[config.mk]
export PLATFORM = sky130hd
export DESIGN_NAME = fmacl_ctrl
export DESIGN_NICKNAME = d
export VERILOG_FILES = /design/src/sv/first_match_acl_decision_macros.svh /design/src/sv/fmacl_pkg.sv /design/src/sv/fmacl_ctrl.sv
export SDC_FILE = /design/constraint.sdc
export NUM_CORES = 1
export LEC_CHECK = 0
export BUFFER_PORTS_ARGS = -buffer_cell sky130_fd_sc_hd__buf_2
export CAP_MARGIN = 20
export CORE_AREA = 2 2 39 41
export CTS_CLUSTER_SIZE = 20
export DETAILED_ROUTE_END_ITERATION = 10
export DIE_AREA = 0 0 41 43
export MAX_ROUTING_LAYER = met4
export PLACE_DENSITY = 0.53
export SYNTH_ARGS = -nofsm -noshare
export SYNTH_HDL_FRONTEND = slang
export SYNTH_SLANG_ARGS = --single-unit
[constraint.sdc]
create_clock -name clk -period 1 [get_ports clk]
set_clock_uncertainty 0.05 [all_clocks]
set_input_delay 0.05 -clock clk [delete_from_list [all_inputs] [get_ports clk]]
set_output_delay 0.05 -clock clk [all_outputs]
set_load 0.01 [all_outputs]
[src/sv/first_match_acl_decision_macros.svh]
// ----------------------------------------------------------------------------
// first_match_acl_decision_macros
// Assertion shorthands shared by the decision block. They expect clk and
// arst_n in scope.
// ----------------------------------------------------------------------------
`ifndef FIRST_MATCH_ACL_DECISION_MACROS_SVH
`define FIRST_MATCH_ACL_DECISION_MACROS_SVH

// Same-cycle implication, off during reset
`define FMACL_ASSERT_IMP(lbl, ante, cons, msg) \
	lbl: assert property (@(posedge clk) disable iff (!arst_n) (ante) |-> (cons)) \
		else $error(msg);

// Next-cycle implication, off during reset
`define FMACL_ASSERT_NXT(lbl, ante, cons, msg) \
	lbl: assert property (@(posedge clk) disable iff (!arst_n) (ante) |=> (cons)) \
		else $error(msg);

`endif

[src/sv/fmacl_pkg.sv]
// ----------------------------------------------------------------------------
// fmacl_pkg
// Sizes, codes and shared types of the first-match access decision block.
// ----------------------------------------------------------------------------
`default_nettype none

package fmacl_pkg;

	localparam int ENTRY_SLOTS     = 16;
	localparam int RULES_PER_ENTRY = 8;

	localparam int SLOT_W     = (ENTRY_SLOTS > 1) ? $clog2(ENTRY_SLOTS) : 1;
	localparam int RIDX_W     = (RULES_PER_ENTRY > 1) ? $clog2(RULES_PER_ENTRY) : 1;
	localparam int CNT_W      = $clog2(RULES_PER_ENTRY + 1);
	localparam int RULE_DEPTH = ENTRY_SLOTS * RULES_PER_ENTRY;
	localparam int RULE_AW    = (RULE_DEPTH > 1) ? $clog2(RULE_DEPTH) : 1;

	localparam int TAG_W = 16;
	localparam int ID_W  = 32;

	localparam logic [ID_W-1:0] WILDCARD_ID = '1;

	localparam logic [2:0] PERM_NONE = 3'b000;
	localparam logic [2:0] PERM_ALL  = 3'b111;
	localparam logic [2:0] PERM_READ = 3'b100;

	localparam logic [1:0] CONT_DENY   = 2'd0;
	localparam logic [1:0] CONT_PLAIN  = 2'd1;
	localparam logic [1:0] CONT_CIPHER = 2'd2;

	typedef enum logic [1:0] {
		REQ_SET    = 2'd0,
		REQ_WRITE  = 2'd1,
		REQ_REMOVE = 2'd2,
		REQ_CHECK  = 2'd3
	} req_t;

	// Item fields carried on s_tdata, last field in the lowest bits
	typedef struct packed {
		logic [2:0]      perm_mask;
		logic [1:0]      rule_content;
		logic [2:0]      rule_perm;
		logic            proc_specific;
		logic [ID_W-1:0] group_id;
		logic [ID_W-1:0] user_id;
		logic [3:0]      rule_count;
		logic [2:0]      rule_index;
		logic [TAG_W-1:0] acl_id;
		logic [3:0]      slot;
	} item_t;

	localparam int IN_FIELDS_W = $bits(item_t);
	localparam int IN_TDATA_W  = ((IN_FIELDS_W + 7) / 8) * 8;

	// One stored rule
	typedef struct packed {
		logic [ID_W-1:0] uid;
		logic [ID_W-1:0] gid;
		logic            proc;
		logic [2:0]      perm;
		logic [1:0]      content;
	} rule_t;

	localparam int RULE_W = $bits(rule_t);

	// Result beat, perm in the lowest bits
	typedef struct packed {
		logic       status;
		logic [1:0] content;
		logic [2:0] perm;
	} result_t;

	localparam int RES_W       = $bits(result_t);
	localparam int OUT_TDATA_W = ((RES_W + 7) / 8) * 8;

	// Controller to datapath
	typedef struct packed {
		logic load;
		logic maint;
		logic bypass;
		logic tag_cmp;
		logic pick;
		logic scan;
		logic emit;
	} cmd_t;

	// Datapath to controller
	typedef struct packed {
		logic is_check;
		logic fast;
		logic go_scan;
		logic scan_end;
		logic table_en;
	} sts_t;

	function automatic logic [RULE_AW-1:0] rule_addr(input logic [SLOT_W-1:0] s,
			input logic [RIDX_W-1:0] r);
		rule_addr = RULE_AW'(s) * RULE_AW'(RULES_PER_ENTRY) + RULE_AW'(r);
	endfunction

endpackage

`default_nettype wire

[src/sv/fmacl_ctrl.sv]
// ----------------------------------------------------------------------------
// fmacl_ctrl
// Sequencer: takes one item, steps the datapath through it, hands the
// result to the output register.
// ----------------------------------------------------------------------------
`default_nettype none

module fmacl_ctrl (
	input  wire logic          clk,
	input  wire logic          arst_n,
	input  wire logic          s_tvalid,
	output      logic          s_tready,
	output      logic          m_tvalid,
	input  wire logic          m_tready,
	input  wire fmacl_pkg::sts_t sts,
	output      fmacl_pkg::cmd_t cmd
);

	import fmacl_pkg::*;

	typedef enum logic [2:0] {
		ST_IDLE,
		ST_EXEC,
		ST_PICK,
		ST_SCAN,
		ST_DONE
	} state_t;

	state_t state_q;
	logic   out_free;

	assign s_tready = (state_q == ST_IDLE);
	assign out_free = !m_tvalid || m_tready;

	always_comb begin
		cmd         = '0;
		cmd.load    = (state_q == ST_IDLE) && s_tvalid;
		cmd.maint   = (state_q == ST_EXEC) && !sts.is_check;
		cmd.bypass  = (state_q == ST_EXEC) && sts.is_check && sts.fast;
		cmd.tag_cmp = (state_q == ST_EXEC) && sts.is_check && !sts.fast;
		cmd.pick    = (state_q == ST_PICK);
		cmd.scan    = (state_q == ST_SCAN);
		cmd.emit    = (state_q == ST_DONE) && out_free;
	end

	always_ff @(posedge clk or negedge arst_n) begin
		if (!arst_n) begin
			state_q  <= ST_IDLE;
			m_tvalid <= 1'b0;
		end else begin
			if (cmd.emit) begin
				m_tvalid <= 1'b1;
			end else if (m_tready) begin
				m_tvalid <= 1'b0;
			end
			case (state_q)
				ST_IDLE: begin
					if (s_tvalid) begin
						state_q <= ST_EXEC;
					end
				end
				ST_EXEC: begin
					if (sts.is_check && !sts.fast) begin
						state_q <= ST_PICK;
					end else begin
						state_q <= ST_DONE;
					end
				end
				ST_PICK: begin
					state_q <= sts.go_scan ? ST_SCAN : ST_DONE;
				end
				ST_SCAN: begin
					if (sts.scan_end) begin
						state_q <= ST_DONE;
					end
				end
				ST_DONE: begin
					if (out_free) begin
						state_q <= ST_IDLE;
					end
				end
				default: begin
					state_q <= ST_IDLE;
				end
			endcase
		end
	end

endmodule

`default_nettype wire

* Word-level counts from Yosys, hierarchy flattened
Cells that the tools add are included.
Operators by class: eq/ne operators 7, multiplexer cells 8, reductions and logical operators 14
Operators with widths (count):
- $mux 3 | 5
- $pmux 3 s5 | 1
- $logic_and 1x1->1 | 7
- $eq 3x2->1 const B | 2
- $ne 2x2->1 const B | 3
- $eq 3x1->1 const B | 1
- $eq 3x3->1 const B | 1
- $logic_not 1->1 | 3
- $logic_not 3->1 | 1
- $reduce_and 3->1 | 1
- $mux 1 | 2
- $reduce_bool 2->1 | 1
- $logic_or 1x1->1 | 1
Storage, ports and cells: output and inout port bits 9, word-level logic and storage cells 31, bits of input ports 9, flip-flop bits (word level) 4

* Logic depth before layout (Yosys ltp)
Gate-level depths: netlist of the first run.
depth in word-level cells 4, gate-level depth with buffers 4, depth with buffers taken out 3

* Least setup slack after synthesis of the first run
Ideal clock, no wire load.
kind reg-to-output, from register state_q[1], to output port cmd[6] (netlist bit), slack -34 ps, arrival time 934 ps, path buffers 1, data required time 900 ps, cell stages (with the launch flop) 4, cells stage by stage dfrtp_1 -> buf_6 -> nor2b_2 -> nor3b_1
RTL lines:
- from (decl) | line fmacl_ctrl.sv:29 | state_t state_q;
- from (signal assigned) | line fmacl_ctrl.sv:70 | state_q <= sts.go_scan ? ST_SCAN : ST_DONE;
- to (decl) | line fmacl_ctrl.sv:16 | output fmacl_pkg::cmd_t cmd

==> results of run 1 <==
-- cells in the mapped netlist --
cell      n  area, µm²
a211oi_1  2       15.0
nor3b_2   1       12.5
dfrtp_1   4        100
nor2b_2   1       8.76
nor3b_1   2       15.0
nor4b_2   1       15.0
buf_2     1       5.00
nor2b_1   1       6.26
nand2_1   2       7.51
and3_1    1       6.26
buf_6     2       22.5
nor2_1    4       15.0
o21ai_0   1       5.00
inv_1     1       3.75
nor3_1    1       5.00
and3b_1   1       8.76
and2_1    2       12.5
a31oi_1   1       6.26
a21oi_1   1       5.00
nand2b_1  2       12.5
o311ai_4  1       26.3
-- state kept, by name, indices dropped and copies added (netlist names) --
| register | cells |
|---|---|
| state_q | 3 |
| m_tvalid | 1 |
-- final cells by class --
class | count | area [µm²]
Inverter | 1 | 3.75
Sequential cell | 4 | 103
Clock buffer | 3 | 22.5
Tap cell | 16 | 20.0
Multi-Input combinational cell | 25 | 215
Timing Repair Buffer | 28 | 176
Fill cell | 138 | 843
-- kinds of logic after synthesis --
family | after synthesis | share of synthesized area [%]
compound gates | 6 | 18.3
simple gates | 19 | 39.8
buf+inv | 4 | 9.96
flops | 4 | 31.9
-- worst max-delay path, stage by stage, from the launching register on --
cell and delay (ns):
dfrtp_2 0.44, nor3b_2 0.23, and3_1 0.18, buf_2 0.12
-- how the worst max path moves through the flow --
stage	end	slack, ns
2_1_floorplan	state_q[2]	-0.01
3_3_place_gp	cmd[4]	-0.15
3_5_place_dp	state_q[1]	-0.17
4_1_cts	cmd[4]	-0.31
5_1_grt	cmd[3]	-0.38
6_report	cmd[4]	-0.31
-- where the power goes --
| part | leakage [nW] | internal [mW] | switching (mW) | total [mW] |
|---|---|---|---|---|
| registers | 0.0487 | 0.235 | 0.0812 | 0.317 |
| clock network | 0.0138 | 0.134 | 0.0692 | 0.204 |
| logic | 0.212 | 0.512 | 0.439 | 0.950 |
| total | 0.275 | 0.881 | 0.589 | 1.47 |
-- metal layers --
layer  up-vias  part of all wire [%]
li1        170                     -
met1       157                    36
met2        13                    56
met3         2                   7.0
met4         0                   1.7
met5         -                     0
-- metrics by stage --
step	worst slack (ns)	util (%)
floorplan	-0.0134	-
global placement	-0.152	30.7
detailed placement	-0.165	30.7
CTS	-0.308	37.7
global route	-0.381	39.1
finish	-0.306	39.1
-- repair_timing --
action	4_1_cts	5_1_grt
buffers inserted	6	1
gates resized for setup	5	3
hold buffers	1	0
pin swaps	4	2
hold endpoints to repair	4	0
setup endpoints to repair	12	11
==> results by group, run 1 <==
Floorplan
  – Num rows: 14
  – Core Region: ~0.0014 mm²
  – Starting Density: between 20 and 25%
  – Die X-Extent: 41 µm
  – Die area: 0.00176 mm²
  – I/O Pins: 18
  – Die height: approximately 43 µm

Drt
  – WL/cell: roughly 11 µm
  – DR pass1 iterations: 2
  – DR vias/cell: 4.44
  – DRT antenna net count: 0
  – Drt drc: 0
  – Detailed Route WL: 844 µm
  – Starting DRT DRC Count: 4
  – Via count: 342

GRT
  – Pin count of the biggest net entering global routing: 9
  – Global-route wire length before repair: ~1.3 mm
  – Grt met3 use: under 10%
  – Remaining Overflow, GRT: 0
  – GRT Util Overall: 12.0%
  – Vias in the first global route: ~340
  – Met1 usage: between 10 and 15%
  – Met2 GRT Util: 16.9%
  – Busiest grt layer: met2
  – Antenna violations before repair: 0

Critical path
  – Crit. Startpoint: state_q[1]
  – Crit path DAT: between 1 and 1.5 ns
  – Worst Reg-to-Reg Cells: 5
  – CP Data Required Time: roughly 0.90 ns
  – Critical path peak fanout: 6
  – Crit path kind: reg -> out
  – Worst Setup End Kind: primary output
  – Kind of start point of the critical path: flop
  – R2R Path End: state_q[2]
  – R2R setup slack: -0.26 ns
  – Worst R2R Start: state_q[1]

Final layout
  – N_diodes: 0
  – Area Growth Syn to Fin: 72.1%
  – Share of post-route cells with drive strength above 1: 68.9%
  – Commonest non-fill, non-tap cell in the layout: buf_2
  – Most frequent cells in the layout: buf_2 (16), buf_4 (10), nor3b_2 (3), nor2_1 (3), clkbuf_4 (3)
  – Final Cell Area: ~540 µm²
  – Final net count: 72
  – Layout Cells excl Fill: 77

Power and ir drop
  – Cell Pwr Density: 2720 mW/mm²
  – Peak VDD IR: around 0.00086 V
  – Final Power: 1.47 mW
  – Leak Pwr: 0.275 nW

Placed design
  – Post-DP HPWL: 537 µm
  – Post-DP Area: between 400 and 500 µm²
  – Dpl cells: 66
  – # port buffers: 16
  – Gpl congestion: 0.738

Clock tree
  – CTS Root Cell: clkbuf_4
  – CTS tree: done
  – Clk_lat worst skew: between 0.2 and 0.25 ns
  – Total CTS buffers: 3
  – Max Buffers Root-to-Sink: 2
  – CTS HTree Levels: 1
  – Clk sinks: 4
  – Clock-pin slew on the worst setup and hold paths: approximately 0.040 ns

Status
  – Failing checks: setup timing
  – Status: complete, but fails checks

Timing
  – Fin Hold WS: 0.0760 ns
  – Setup TNS: -2.53 ns
  – Slack of the critical path: -0.306 ns
  – Final Setup Violations: 11
  – Worst rel slew slack: 85.0%
  – Fin. Hold Viols: 0
  – Worst slew pin tran: between 0.2 and 0.25 ns
  – Unrepaired setup endpoints after global routing: true
  – Slew Viols, Final: 0
  – Final worst path period need: between 1 and 1.5 ns
  – F_max: around 770 MHz
  – Final period util: 131%

Synth
  – Ys Warns: 0
  – Post-synth design cell area: between 300 and 400 µm²
  – Sequential element share of the synthesized area: roughly a third
  – Post-synthesis average cell area: approximately 9.5 µm²
  – Library cells used by synthesis: 21
  – Synth Instances: 33
  – Syn_nets: 42
  – Yosys reg bits: 4

Worst hold path
  – Hold Crit Start: m_tready
  – Hold Crit Class: in -> reg
  – Hold endpoint: m_tvalid
  – Hold path cells: 3

Run
  – Max Cap Viol: 0
Power figures use the tool's default switching activity.
==> run 2, diff against run 1 <==
--- a/config.mk
+++ b/config.mk
@@ -13,6 +13,7 @@
 export DIE_AREA = 0 0 41 43
 export MAX_ROUTING_LAYER = met4
 export PLACE_DENSITY = 0.53
+export SKIP_CTS_REPAIR_TIMING = 1
 export SYNTH_ARGS = -nofsm -noshare
 export SYNTH_HDL_FRONTEND = slang
 export SYNTH_SLANG_ARGS = --single-unit
==> run 2 against run 1 <==
Effect of this change:
- the run still ends with setup timing left
- flip-flop and latch count stayed put
- die area stayed put
- register-to-register slack better by 0.06 ns
- critical path depth stayed put
- first-iteration DRC count is 50% higher
- via count is 4.4% lower
- sequential share of layout area is 1.6 points higher
- non-clock buffer count is 4 lower
- critical path type unchanged
- highest routed layer is now met3
==> results by group, run 2 (synthesis results as in run 1) <==
Timing
  – Final worst path period need: 1.31 ns (-0.00114 ns)
  – Unrepaired setup endpoints after global routing: true
  – Final Setup Violations: 11 (unchanged)
  – Worst rel slew slack: 84.6% (-0.45 points)
  – Fin. Hold Viols: 0 (unchanged)
  – Slack of the critical path: -0.305 ns (+0.00114 ns)
  – F_max: 766 MHz (about the same)
  – Slew Viols, Final: 0 (unchanged)
  – Worst slew pin tran: 0.231 ns (+0.00678 ns)
  – Final period util: 131% (about the same)

Clock tree
  – Clock-pin slew on the worst setup and hold paths: 0.04 ns (about the same)
  – CTS HTree Levels: 1 (unchanged)
  – CTS Root Cell: clkbuf_4
  – CTS tree: done
  – Clk sinks: 4 (unchanged)
  – Max Buffers Root-to-Sink: 2 (unchanged)
  – Total CTS buffers: 3 (unchanged)
  – Clk_lat worst skew: 0.23 ns (about the same)

Critical path
  – Critical path peak fanout: 7 (+1)
  – Worst path cell trace: nor3b_2 -> and3_1 -> buf_2
  – R2R Path End: state_q[1]
  – Slowest cell on the critical path: dfrtp_2
  – Worst Setup End Kind: primary output
  – Crit-path leading delay family: flip-flops
  – Worst Reg-to-Reg Cells: 4 (-1)
  – Crit path kind: reg -> out
  – Kind of start point of the critical path: flop
  – R2R setup slack: -0.20 ns (+0.06 ns)
  – CP Data Required Time: 0.90 ns (about the same)
  – Critical Path Max Stage Delay: 0.44 ns (about the same)
  – Worst R2R Start: state_q[1]
  – Worst path bufs/invs: 1 (unchanged)
  – Crit path DAT: 1.21 ns (about the same)

Floorplan
  – I/O Pins: 18 (unchanged)
  – Die height: 43 µm (unchanged)
  – Die X-Extent: 41 µm (unchanged)
  – Die area: 0.00176 mm² (unchanged)
  – Core Region: 0.00138 mm² (unchanged)
  – Starting Density: 22.7% (unchanged)
  – Num rows: 14 (unchanged)

Final layout
  – Largest register FFs: 3 (unchanged)
  – Largest Register: state_q
  – N_diodes: 0 (unchanged)
  – Final net count: 68 (-5.6%)
  – Layout Cells excl Fill: 73 (-5.2%)
  – Most frequent cells in the layout: buf_2 (17), buf_4 (4)
  – Area Growth Syn to Fin: 61.0%
  – Largest regs: state_q x3, m_tvalid x1
  – Commonest non-fill, non-tap cell in the layout: buf_2
  – Share of post-route cells with drive strength above 1: 66.7% (-2.2 points)
  – Fin util: 36.5% (-2.5 points)
  – # fillers: 140 (+1.4%)

Drt
  – WL/cell: 10.8 µm (-1.3%)
  – DR pass1 iterations: 2 (unchanged)
  – Starting DRT DRC Count: 6 (+2)
  – Via count: 327 (-4.4%)
  – Drt drc: 0 (unchanged)
  – DRT antenna net count: 0 (unchanged)
  – DR vias/cell: 4.48 (+0.85%)
  – Detailed Route WL: 790 µm (-6.4%)

Worst hold path
  – Hold Crit Class: in -> reg
  – Hold endpoint: state_q[0]
  – Hold Crit Start: sts[1]
  – Hold path cells: 3 (unchanged)

Power and ir drop
  – Peak VDD IR: 0.000916 V (+5.9%)
  – Leak Pwr: 0.256 nW (-6.8%)
  – Final Power: 1.35 mW (-8.4%)
  – Cell Pwr Density: 2660 mW/mm² (-2.1%)

Status
  – Failing checks: setup timing
  – Status: complete, but fails checks

Placed design
  – # port buffers: 16 (unchanged)
  – Dpl cells: 66 (unchanged)
  – Gpl congestion: 0.738 (unchanged)
  – Post-DP HPWL: 537 µm (unchanged)

GRT
  – Antenna violations before repair: 0 (unchanged)
  – Vias in the first global route: 286 (-16%)
  – GRT Util Overall: 9.77% (-2.3 points)
  – Pin count of the biggest net entering global routing: 12 (+3)
  – Remaining Overflow, GRT: 0 (unchanged)
  – Global-route wire length before repair: 1.10 mm (-18%)

Run
  – Max Cap Viol: 0 (unchanged)
==> run 2: cell type report <==
type                    instances  area [µm²]  share of cell area [%]
inverters                       1        3.75                   0.743
repair buffers                 24         148                    29.2
multi-input cells              25         208                    41.1
well taps                      16        20.0                    3.96
clock buffers                   3        22.5                    4.46
flip-flops and latches          4         104                    20.5
==> run 2: per-layer routing <==
| metal | wire length [µm] | vias to the layer above | share of wire, % | GRT usage [%] |
|---|---|---|---|---|
| li1 | - | 165 | - | - |
| met1 | 322 | 151 | 41 | 11.6 |
| met2 | 419 | 11 | 53 | 12.8 |
| met3 | 48 | 0 | 6.1 | 1.57 |
| met4 | 0 | 0 | 0 | 10.0 |
| met5 | 0 | - | 0 | - |
==> run 2: per-stage QoR <==
stage               area, µm²  setup slack [ns]  hold slack, ns  TNS, ns
global placement          424            -0.152          -0.191    -1.03
global route              505            -0.384          0.0741    -3.23
detailed placement        424            -0.165          -0.192   -0.971
finish                    505            -0.305          0.0743    -2.47
floorplan                 322           -0.0134          -0.296  -0.0134
CTS                       447            -0.398          -0.444    -3.08
==> run 2: worst max path at each step <==
stage | startpoint | end | depth (start not counted)
after CTS | state_q[1] | cmd[4] | 3
after global routing | state_q[1] | cmd[3] | 4
after detailed placement | state_q[1] | state_q[1] | 3
after global placement | state_q[1] | cmd[4] | 3
after floorplan | state_q[1] | state_q[2] | 4
final | state_q[1] | cmd[4] | 3
==> run 2: where the power goes <==
group          switching [mW]  internal, mW
Sequential             0.0928         0.239
Combinational           0.387         0.430
Clock                  0.0646         0.134
Total                   0.544         0.803
==> run 2: tightest hold or removal path, stage by stage <==
cell and delay [ns]:
buf_2 0.08, nand2b_4 0.12, a211oi_1 0.07
